`src/rtl/date_add_pkg.sv`:
```
// date_add_pkg: status codes, reciprocal constants and calendar helper functions
// shared by the date add-days pipeline (rtl/date_add_days_unit.sv)
// no dependencies
`default_nettype none

package date_add_pkg;

	typedef enum logic [1:0] {
		ST_OK       = 2'd0,
		ST_BAD_DATE = 2'd1,
		ST_RANGE    = 2'd2
	} status_t;

	// year values handled by the helpers below (enough for years up to 131071)
	localparam int unsigned CAL_YR_W = 17;

	localparam int unsigned MONTHS    = 12;
	localparam int unsigned DAYS_YEAR = 365;

	// floor(x / 25) as (x * R25) >> R25_SHIFT, exact for x < 43690
	localparam logic [15:0] R25       = 16'd41944;
	localparam int unsigned R25_SHIFT = 20;

	// ceil(400 * 2^32 / 146097): years per day, scaled, rounded up
	localparam int unsigned YR_RECIP_W     = 24;
	localparam int unsigned YR_RECIP_SHIFT = 32;
	localparam logic [YR_RECIP_W-1:0] YR_RECIP =
		YR_RECIP_W'((64'd400 * (64'd1 << 32) + 64'd146096) / 64'd146097);

	// ceil(2^28 / 7) for day number mod 7, exact for values below 2^25
	localparam int unsigned WD_RECIP_W     = 26;
	localparam int unsigned WD_RECIP_SHIFT = 28;
	localparam logic [WD_RECIP_W-1:0] WD_RECIP =
		WD_RECIP_W'(((64'd1 << 28) + 64'd6) / 64'd7);

	function automatic logic [10:0] div25(input logic [14:0] x);
		logic [30:0] p;
		p = 31'(x) * 31'(R25);
		return p[30:20];
	endfunction

	function automatic logic is_leap(input logic [CAL_YR_W-1:0] y);
		logic [14:0] x;
		logic [10:0] q;
		logic [14:0] r;
		x = y[CAL_YR_W-1:2];
		q = div25(x);
		r = x - 15'(q) * 15'd25;
		// divisible by 4, and either not by 100 or also by 400
		return (y[1:0] == 2'd0) && ((r != 15'd0) || (y[3:2] == 2'd0));
	endfunction

	function automatic logic [4:0] month_len(input logic [3:0] m, input logic lp);
		logic [4:0] len;
		case (m)
			4'd1, 4'd3, 4'd5, 4'd7, 4'd8, 4'd10, 4'd12: len = 5'd31;
			4'd4, 4'd6, 4'd9, 4'd11: len = 5'd30;
			4'd2: len = lp ? 5'd29 : 5'd28;
			default: len = 5'd0;
		endcase
		return len;
	endfunction

	// days of the year before the first of month m
	function automatic logic [8:0] month_cum(input logic [3:0] m, input logic lp);
		logic [8:0] base;
		case (m)
			4'd1: base = 9'd0;
			4'd2: base = 9'd31;
			4'd3: base = 9'd59;
			4'd4: base = 9'd90;
			4'd5: base = 9'd120;
			4'd6: base = 9'd151;
			4'd7: base = 9'd181;
			4'd8: base = 9'd212;
			4'd9: base = 9'd243;
			4'd10: base = 9'd273;
			4'd11: base = 9'd304;
			4'd12: base = 9'd334;
			default: base = 9'd0;
		endcase
		return base + 9'((lp && (m > 4'd2)) ? 1 : 0);
	endfunction

endpackage

`default_nettype wire

```
`src/rtl/date_add_days_unit.sv`:
```
// date_add_days_unit: adds a signed day count to a Gregorian date, nine-stage pipeline
// depends on rtl/date_add_pkg.sv
//
// A request is taken on every clock edge where start is high; busy is tied low since
// the pipeline never stalls. Each result comes out in order, on the result ports for
// one cycle with done high; the receiver must take it then. Throughput is one date
// per clock. The nine register stages are: date check and year quotients, day number,
// offset add and range check, year estimate by reciprocal multiply, candidate year
// quotients, candidate year start days, year pick, month search, day of month and
// output register. Status 1 flags an invalid start date, status 2 a result before
// 0001-01-01 or past the end of MAX_YEAR; on either the other result fields are zero.
`default_nettype none

module date_add_days_unit #(
	parameter int unsigned MAX_YEAR = 9999
) (
	input  wire logic               clk,
	input  wire logic               arst_n,
	input  wire logic               start,
	output logic                    busy,
	input  wire logic [13:0]        year_in,
	input  wire logic [3:0]         month_in,
	input  wire logic [4:0]         day_in,
	input  wire logic signed [22:0] day_offset,
	output logic                    done,
	output logic [13:0]             year_out,
	output logic [3:0]              month_out,
	output logic [4:0]              day_out,
	output logic [21:0]             day_number,
	output logic [2:0]              weekday,
	output logic                    leap_year,
	output logic [1:0]              status
);

	localparam int unsigned MAX_DN  = 365 * MAX_YEAR + MAX_YEAR / 4 - MAX_YEAR / 100
		+ MAX_YEAR / 400;
	localparam int unsigned DN_W    = $clog2(MAX_DN + 1);
	localparam int unsigned YR_W    = ($clog2(MAX_YEAR + 2) < 8) ? 8 : $clog2(MAX_YEAR + 2);
	localparam int unsigned START_W = 23;
	localparam int unsigned SUM_W   = ((DN_W > START_W) ? DN_W : START_W) + 2;
	localparam int unsigned DBW     = DN_W + 1;
	localparam int unsigned YP_W    = date_add_pkg::YR_RECIP_SHIFT + YR_W;
	localparam int unsigned WP_W    = DN_W + date_add_pkg::WD_RECIP_W;
	localparam int unsigned Q7_W    = DN_W - 2;
	localparam int unsigned LAT     = 9;
	localparam int unsigned CYW     = date_add_pkg::CAL_YR_W;

	// ---------------- stage 1: date check, year quotients
	logic                         v_s1;
	date_add_pkg::status_t        st_s1;
	logic [13:0]                  y1_s1;
	logic [10:0]                  q100_s1, q400_s1;
	logic [8:0]                   doy_s1;
	logic signed [22:0]           off_s1;

	logic [CYW-1:0]               yr_ext;
	logic                         lp_in;
	logic                         bad_in;
	logic [13:0]                  y1_c;

	assign busy = 1'b0;

	always_comb begin
		yr_ext = CYW'(year_in);
		lp_in  = date_add_pkg::is_leap(yr_ext);
		bad_in = (year_in == 14'd0) || (yr_ext > CYW'(MAX_YEAR)) || (month_in == 4'd0)
			|| (month_in > 4'(date_add_pkg::MONTHS)) || (day_in == 5'd0)
			|| (day_in > date_add_pkg::month_len(month_in, lp_in));
		y1_c   = year_in - 14'd1;
	end

	always_ff @(posedge clk) begin
		st_s1   <= bad_in ? date_add_pkg::ST_BAD_DATE : date_add_pkg::ST_OK;
		y1_s1   <= y1_c;
		q100_s1 <= date_add_pkg::div25(15'(y1_c >> 2));
		q400_s1 <= date_add_pkg::div25(15'(y1_c >> 4));
		doy_s1  <= date_add_pkg::month_cum(month_in, lp_in) + 9'(day_in);
		off_s1  <= day_offset;
	end

	// ---------------- stage 2: start day number
	logic                         v_s2;
	date_add_pkg::status_t        st_s2;
	logic [START_W-1:0]           dn0_s2;
	logic signed [22:0]           off_s2;

	always_ff @(posedge clk) begin
		st_s2  <= st_s1;
		dn0_s2 <= START_W'(y1_s1) * START_W'(date_add_pkg::DAYS_YEAR) + START_W'(y1_s1 >> 2)
			- START_W'(q100_s1) + START_W'(q400_s1) + START_W'(doy_s1);
		off_s2 <= off_s1;
	end

	// ---------------- stage 3: add offset, range check
	logic                         v_s3;
	date_add_pkg::status_t        st_s3;
	logic [DN_W-1:0]              dn_s3, n_s3;

	logic signed [SUM_W-1:0]      sum_c;
	logic                         out_rng;

	always_comb begin
		sum_c   = $signed(SUM_W'(dn0_s2)) + SUM_W'(off_s2);
		out_rng = (sum_c <= $signed(SUM_W'(0))) || (sum_c > $signed(SUM_W'(MAX_DN)));
	end

	always_ff @(posedge clk) begin
		if ((st_s2 == date_add_pkg::ST_OK) && out_rng) begin
			st_s3 <= date_add_pkg::ST_RANGE;
		end else begin
			st_s3 <= st_s2;
		end
		dn_s3 <= DN_W'(sum_c);
		n_s3  <= DN_W'(sum_c - $signed(SUM_W'(1)));
	end

	// ---------------- stage 4: year estimate (upper bound), weekday quotient
	logic                         v_s4;
	date_add_pkg::status_t        st_s4;
	logic [DN_W-1:0]              dn_s4, n_s4;
	logic [YR_W-1:0]              u_s4;
	logic [Q7_W-1:0]              q7_s4;

	logic [YP_W-1:0]              yprod;
	logic [WP_W-1:0]              wprod;

	always_comb begin
		// upper bound on full years elapsed: at most two above the true count
		yprod = YP_W'(DBW'(n_s3) + DBW'(2)) * YP_W'(date_add_pkg::YR_RECIP);
		wprod = WP_W'(dn_s3) * WP_W'(date_add_pkg::WD_RECIP);
	end

	always_ff @(posedge clk) begin
		st_s4 <= st_s3;
		dn_s4 <= dn_s3;
		n_s4  <= n_s3;
		u_s4  <= yprod[date_add_pkg::YR_RECIP_SHIFT +: YR_W];
		q7_s4 <= wprod[date_add_pkg::WD_RECIP_SHIFT +: Q7_W];
	end

	// ---------------- stage 5: century quotients of the two top candidates
	logic                         v_s5;
	date_add_pkg::status_t        st_s5;
	logic [DN_W-1:0]              dn_s5, n_s5;
	logic [2:0]                   wd_s5;
	logic [YR_W-1:0]              ua_s5;
	logic [10:0]                  qa100_s5, qa400_s5, qb100_s5, qb400_s5;

	logic [YR_W-1:0]              ub_c;

	assign ub_c = u_s4 - YR_W'(1);

	always_ff @(posedge clk) begin
		st_s5    <= st_s4;
		dn_s5    <= dn_s4;
		n_s5     <= n_s4;
		wd_s5    <= 3'(dn_s4 - DN_W'(q7_s4) * DN_W'(7));
		ua_s5    <= u_s4;
		qa100_s5 <= date_add_pkg::div25(15'(CYW'(u_s4) >> 2));
		qa400_s5 <= date_add_pkg::div25(15'(CYW'(u_s4) >> 4));
		qb100_s5 <= date_add_pkg::div25(15'(CYW'(ub_c) >> 2));
		qb400_s5 <= date_add_pkg::div25(15'(CYW'(ub_c) >> 4));
	end

	// ---------------- stage 6: start days of candidates, leap flags
	logic                         v_s6;
	date_add_pkg::status_t        st_s6;
	logic [DN_W-1:0]              dn_s6, n_s6;
	logic [2:0]                   wd_s6;
	logic [YR_W-1:0]              ua_s6;
	logic [DBW-1:0]               dba_s6, dbb_s6;
	logic                         lpa1_s6, lpa0_s6, lpb_s6;

	logic [YR_W-1:0]              ub5_c;

	assign ub5_c = ua_s5 - YR_W'(1);

	always_ff @(posedge clk) begin
		st_s6   <= st_s5;
		dn_s6   <= dn_s5;
		n_s6    <= n_s5;
		wd_s6   <= wd_s5;
		ua_s6   <= ua_s5;
		dba_s6  <= DBW'(ua_s5) * DBW'(date_add_pkg::DAYS_YEAR) + DBW'(ua_s5 >> 2)
			- DBW'(qa100_s5) + DBW'(qa400_s5);
		dbb_s6  <= DBW'(ub5_c) * DBW'(date_add_pkg::DAYS_YEAR) + DBW'(ub5_c >> 2)
			- DBW'(qb100_s5) + DBW'(qb400_s5);
		// calendar years U+1, U and U-1
		lpa1_s6 <= date_add_pkg::is_leap(CYW'(ua_s5) + CYW'(1));
		lpa0_s6 <= date_add_pkg::is_leap(CYW'(ua_s5));
		lpb_s6  <= date_add_pkg::is_leap(CYW'(ub5_c));
	end

	// ---------------- stage 7: pick the year, day of year
	logic                         v_s7;
	date_add_pkg::status_t        st_s7;
	logic [DN_W-1:0]              dn_s7;
	logic [2:0]                   wd_s7;
	logic [YR_W-1:0]              yr_s7;
	logic [8:0]                   doy_s7;
	logic                         lp_s7;

	logic [DBW-1:0]               dbc_c, base_c;
	logic [YR_W-1:0]              yr_c;
	logic                         lp_c;

	always_comb begin
		dbc_c = dbb_s6 - DBW'(date_add_pkg::DAYS_YEAR) - DBW'(lpb_s6);
		if (dba_s6 <= DBW'(n_s6)) begin
			base_c = dba_s6;
			yr_c   = ua_s6 + YR_W'(1);
			lp_c   = lpa1_s6;
		end else if (dbb_s6 <= DBW'(n_s6)) begin
			base_c = dbb_s6;
			yr_c   = ua_s6;
			lp_c   = lpa0_s6;
		end else begin
			base_c = dbc_c;
			yr_c   = ua_s6 - YR_W'(1);
			lp_c   = lpb_s6;
		end
	end

	always_ff @(posedge clk) begin
		st_s7  <= st_s6;
		dn_s7  <= dn_s6;
		wd_s7  <= wd_s6;
		yr_s7  <= yr_c;
		doy_s7 <= 9'(DBW'(n_s6) - base_c);
		lp_s7  <= lp_c;
	end

	// ---------------- stage 8: month search
	logic                         v_s8;
	date_add_pkg::status_t        st_s8;
	logic [DN_W-1:0]              dn_s8;
	logic [2:0]                   wd_s8;
	logic [YR_W-1:0]              yr_s8;
	logic [8:0]                   doy_s8;
	logic                         lp_s8;
	logic [3:0]                   mo_s8;

	logic [3:0]                   mcnt;

	always_comb begin
		mcnt = 4'd1;
		for (int i = 2; i <= 12; i++) begin
			if (date_add_pkg::month_cum(4'(i), lp_s7) <= doy_s7) begin
				mcnt = mcnt + 4'd1;
			end
		end
	end

	always_ff @(posedge clk) begin
		st_s8  <= st_s7;
		dn_s8  <= dn_s7;
		wd_s8  <= wd_s7;
		yr_s8  <= yr_s7;
		doy_s8 <= doy_s7;
		lp_s8  <= lp_s7;
		mo_s8  <= mcnt;
	end

	// ---------------- stage 9: day of month, output register
	logic                         v_s9;
	date_add_pkg::status_t        st_s9;
	logic [13:0]                  yr_s9;
	logic [3:0]                   mo_s9;
	logic [4:0]                   day_s9;
	logic [21:0]                  dn_s9;
	logic [2:0]                   wd_s9;
	logic                         lp_s9;

	logic                         ok8;

	assign ok8 = (st_s8 == date_add_pkg::ST_OK);

	always_ff @(posedge clk) begin
		st_s9  <= st_s8;
		yr_s9  <= ok8 ? 14'(yr_s8) : 14'd0;
		mo_s9  <= ok8 ? mo_s8 : 4'd0;
		day_s9 <= ok8 ? 5'(doy_s8 - date_add_pkg::month_cum(mo_s8, lp_s8) + 9'd1) : 5'd0;
		dn_s9  <= ok8 ? 22'(dn_s8) : 22'd0;
		wd_s9  <= ok8 ? wd_s8 : 3'd0;
		lp_s9  <= ok8 && lp_s8;
	end

	// valid bits
	always_ff @(posedge clk or negedge arst_n) begin
		if (!arst_n) begin
			v_s1 <= 1'b0;
			v_s2 <= 1'b0;
			v_s3 <= 1'b0;
			v_s4 <= 1'b0;
			v_s5 <= 1'b0;
			v_s6 <= 1'b0;
			v_s7 <= 1'b0;
			v_s8 <= 1'b0;
			v_s9 <= 1'b0;
		end else begin
			v_s1 <= start && !busy;
			v_s2 <= v_s1;
			v_s3 <= v_s2;
			v_s4 <= v_s3;
			v_s5 <= v_s4;
			v_s6 <= v_s5;
			v_s7 <= v_s6;
			v_s8 <= v_s7;
			v_s9 <= v_s8;
		end
	end

	assign done       = v_s9;
	assign year_out   = yr_s9;
	assign month_out  = mo_s9;
	assign day_out    = day_s9;
	assign day_number = dn_s9;
	assign weekday    = wd_s9;
	assign leap_year  = lp_s9;
	assign status     = 2'(st_s9);

	// ---------------- checks
	a_latency: assert property (@(posedge clk) disable iff (!arst_n)
		start |-> ##LAT done)
		else $error("request did not produce a result after the pipeline depth");

	a_err_zero: assert property (@(posedge clk) disable iff (!arst_n)
		(done && (st_s9 != date_add_pkg::ST_OK)) |-> ((year_out == 14'd0)
		&& (month_out == 4'd0) && (day_out == 5'd0) && (day_number == 22'd0)
		&& (weekday == 3'd0) && !leap_year))
		else $error("error result carries nonzero date fields");

	a_ok_date: assert property (@(posedge clk) disable iff (!arst_n)
		(done && (st_s9 == date_add_pkg::ST_OK)) |-> ((year_out != 14'd0)
		&& (month_out != 4'd0) && (month_out <= 4'(date_add_pkg::MONTHS))
		&& (day_out != 5'd0) && (weekday <= 3'd6)))
		else $error("good result with impossible calendar fields");

	a_doy_fits: assert property (@(posedge clk) disable iff (!arst_n)
		(v_s8 && (st_s8 == date_add_pkg::ST_OK)) |->
		(doy_s8 < (lp_s8 ? 9'd366 : 9'd365)))
		else $error("year pick left a day of year past the end of the year");

endmodule

`default_nettype wire

```
`config.mk`:
```
export PLATFORM = sky130hd
export DESIGN_NAME = date_add_days_unit
export DESIGN_NICKNAME = d
export VERILOG_FILES = /design/src/rtl/date_add_pkg.sv /design/src/rtl/date_add_days_unit.sv
export SDC_FILE = /design/constraint.sdc
export NUM_CORES = 2
export LEC_CHECK = 0
export BUFFER_PORTS_ARGS = -buffer_cell sky130_fd_sc_hd__buf_2
export CAP_MARGIN = 15
export CORE_MARGIN = 2
export CORE_UTILIZATION = 45
export CTS_CLUSTER_DIAMETER = 60
export DETAILED_ROUTE_END_ITERATION = 10
export PLACE_DENSITY = 0.64
export SYNTH_ARGS = -nofsm -noshare
export SYNTH_HDL_FRONTEND = slang
export SYNTH_SLANG_ARGS = --single-unit
```
`constraint.sdc`:
```
create_clock -name clk -period 12.1 [get_ports clk]
set_clock_uncertainty 0.15 [all_clocks]
set_input_delay 0.605 -clock clk [delete_from_list [all_inputs] [get_ports clk]]
set_output_delay 0.605 -clock clk [all_outputs]
set_load 0.02 [all_outputs]
```
==> results.cfg <==
[clocking]
root_buffer = clkbuf_16
htree_levels = 3
cts_setup_buffers = 0
cts.sinks = 587
cts_buffer_depth = 3
numCtsBuffers = 72
clkTransAtPathRegs_ns = 0.05
cts_tree = built
insertion_delay_ns = 0.68

[routing]
wl_met2_microns = 73600
drcViolationCount = 0
top_layer_used = met5
met3_length_microns = 6710
dr.pass1.iters = 6
routed_wl_microns = 154000
vias_per_cell = 4.94
avgRoutedWirePerCell_microns = 16.6
via_count = 45900
drtIter0Drc = 2070
wl_met1_microns = 69100
postRouteAntennaNets = 0

[timing]
hold_viol_final = 0
setup_viol = 0
post-route-min-period_ns = 11.18
period_share_pct = 92.4
slew_headroom_pct = 27.4
rsz0062_at_grt = no
maxClockFrequency_ghz = 0.0895
worst_pin_slew_ns = 1.08
whs_ns = 0.0996
drv_slew = 0
tns_ns = 0

[setup_path]
critPathLaunchType = input port
crit_path_start = year_in[7]
worstPathRequired_ns = 12.48
r2r-end = lpb_s6
rr_startpoint = ua_s5[1]
rrSetupSlack_ns = 1.00
critical_path_arrival_ns = 11.56
crit_path_max_fanout = 6
max_stage_delay_ns = 0.55
cpMaxStageDelayCell = fa_1
worstSetupPathType = input port to flop
reg2reg_depth = 41
critical_path.most_common_cell = fa_1
endpoint_kind = flop

[place]
place.gp.congestion = 0.932
port_buffers = 100
hpwl_microns = 134000
placedInstanceArea_sq_um = 73800

[global_routing]
grt_overflow = 0
grt_pass1_wl_microns = 255000
grt_max_degree = 38
groute.usage.overall_pct = 20.1
grt_pass1_vias = 49300
antenna_found_initial = 12

[hold_path]
whs_endpoint = y1_s1[0]
holdCritPathClass = input port to flop
worstHoldPathCells = 2
worstHoldStart = year_in[0]

[finish]
seqCellArea_sq_um = 11800
multi_input_area_sq_um = 51400
finalInstanceArea_sq_um = 76700
area_growth_pct = 9.16
drive_gt1_share_pct = 5.15
nets = 9739
fill_cells = 14300

[logic_synthesis]
syn_area_sq_um = 70300
synth_cell_type_count = 87
post_synth.cell_area_avg_sq_um = 10.1
synth.most_common_cell = inv_1
syn_inst = 6928
ys_top_cells_by_area = fa_1 (29%), ha_1 (27%), dfxtp_1 (16%), inv_1 (9.9%), xnor2_1 (3.1%)
synth_edf_count = 0
synth_top_flop_cell = dfxtp_1
synth_commonest_cells = inv_1 (1,845), ha_1 (1,511), fa_1 (1,002), dfxtp_1 (578), xnor2_1 (247)
ys_seq_area_share_pct = 16.8
async_flop_share_pct = 1.53
ys_ff_latch = 587
synth_nets = 9490
yosys_warnings = 0
yosys.area.top_type_share_pct = 28.6
yosysTopAreaCell = fa_1

[floorplanning]
dieArea_sq_um = 159000
fp.dieW_microns = 399
fp.dieH_microns = 399
start_util_pct = 45.4
fp.coreArea_sq_um = 155000
rows = 144
io_pins = 102

[flow_run]
drv_cap = 0

[outcome]
outcome = finished, final reports clean
[worst max-delay path by stage]
| stage | end | cells past startpoint |
|---|---|---|
| 6_report | doy_s1[8] | 47 |
| 5_1_grt | lpb_s6 | 41 |
| 4_1_cts | lpb_s6 | 38 |
| 3_5_place_dp | doy_s1[8] | 47 |
| 3_3_place_gp | doy_s1[8] | 47 |
| 2_1_floorplan | doy_s1[8] | 44 |
[sequential cells by signal, summed over array words and instances (netlist names), 23 cells and up, named ones only]
name	cells
dba_s6	23
off_s1	23
dn0_s2	23
off_s2	23
dbb_s6	23
[per-layer routing]
layer	GRT usage (%)	vias up
met5	0	-
met4	5.28	8
met3	2.77	234
met2	34.5	756
met1	26.7	22500
li1	-	22400
[per-stage QoR]
step,instances,util (%),setup WS [ns]
after detailed placement,9122,47.8,0.242
final,9283,49.6,0.925
after CTS,9281,49.6,0.839
after global routing,9281,49.6,0.00819
after global placement,9122,47.8,0.269
after floorplan,6928,-,1.23
[layout by cell type (no fill, tap or decap), types with 28 or more instances in the layout]
cell and n:
nor2_1 194, nand3_1 78, xnor2_1 243, nand2b_1 39, ha_1 1511, clkbuf_16 72, a21o_1 84, fa_1 1002
nand4_1 32, nor2b_1 44, mux2i_1 28, o21a_1 42, buf_4 82, nand2_1 174, and3_1 35, buf_2 100
dfxtp_1 577, nor3_1 81, and2_1 60, a211oi_1 33, inv_1 1845, o21bai_1 30, o21ai_0 148, a21oi_1 194
xor2_1 98
[worst max-delay path, delay by kind of cell]
kind | cells | cell delay [ns]
adder cells (fa/ha/maj) | 12 | 4.85
AO/OA/AOI/OAI | 16 | 3.64
AND/OR/NAND/NOR | 9 | 1.22
buffers and inverters | 8 | 0.95
XOR/XNOR | 2 | 0.29
[timing repair]
item / in CTS / in global routing
setup endpoints to repair: 0 / 1
hold endpoints to repair: 33 / 0
resized for setup: 0 / 4
hold buffers: 25 / 0
[layout make-up]
class | instances | area share (%)
Sequential cell | 587 | 15.4
Antenna cell | 2 | 0.00653
Clock buffer | 87 | 2.53
Timing Repair Buffer | 207 | 1.78
Multi-Input combinational cell | 4461 | 67.1
Tap cell | 2044 | 3.33
Inverter | 1848 | 9.05
Clock inverter | 47 | 0.852
[kinds of logic (layout without fill, tap and decap cells)]
logic type / count (synthesis) / after routing / share of synthesized area [%]
compound gates: 718 / 718 / 6.62
flops: 587 / 587 / 16.8
mux: 35 / 35 / 0.533
fa+ha+maj: 2513 / 2513 / 55.5
xor+xnor: 349 / 349 / 4.44
simple gates: 845 / 845 / 6.09
other cells: 1 / 3 / 0.00534
buf+inv: 1880 / 2189 / 10.1
Power is left out: the tool's default activity adds up to more than one toggle a clock period on the data nets, which glitch-free logic cannot reach.
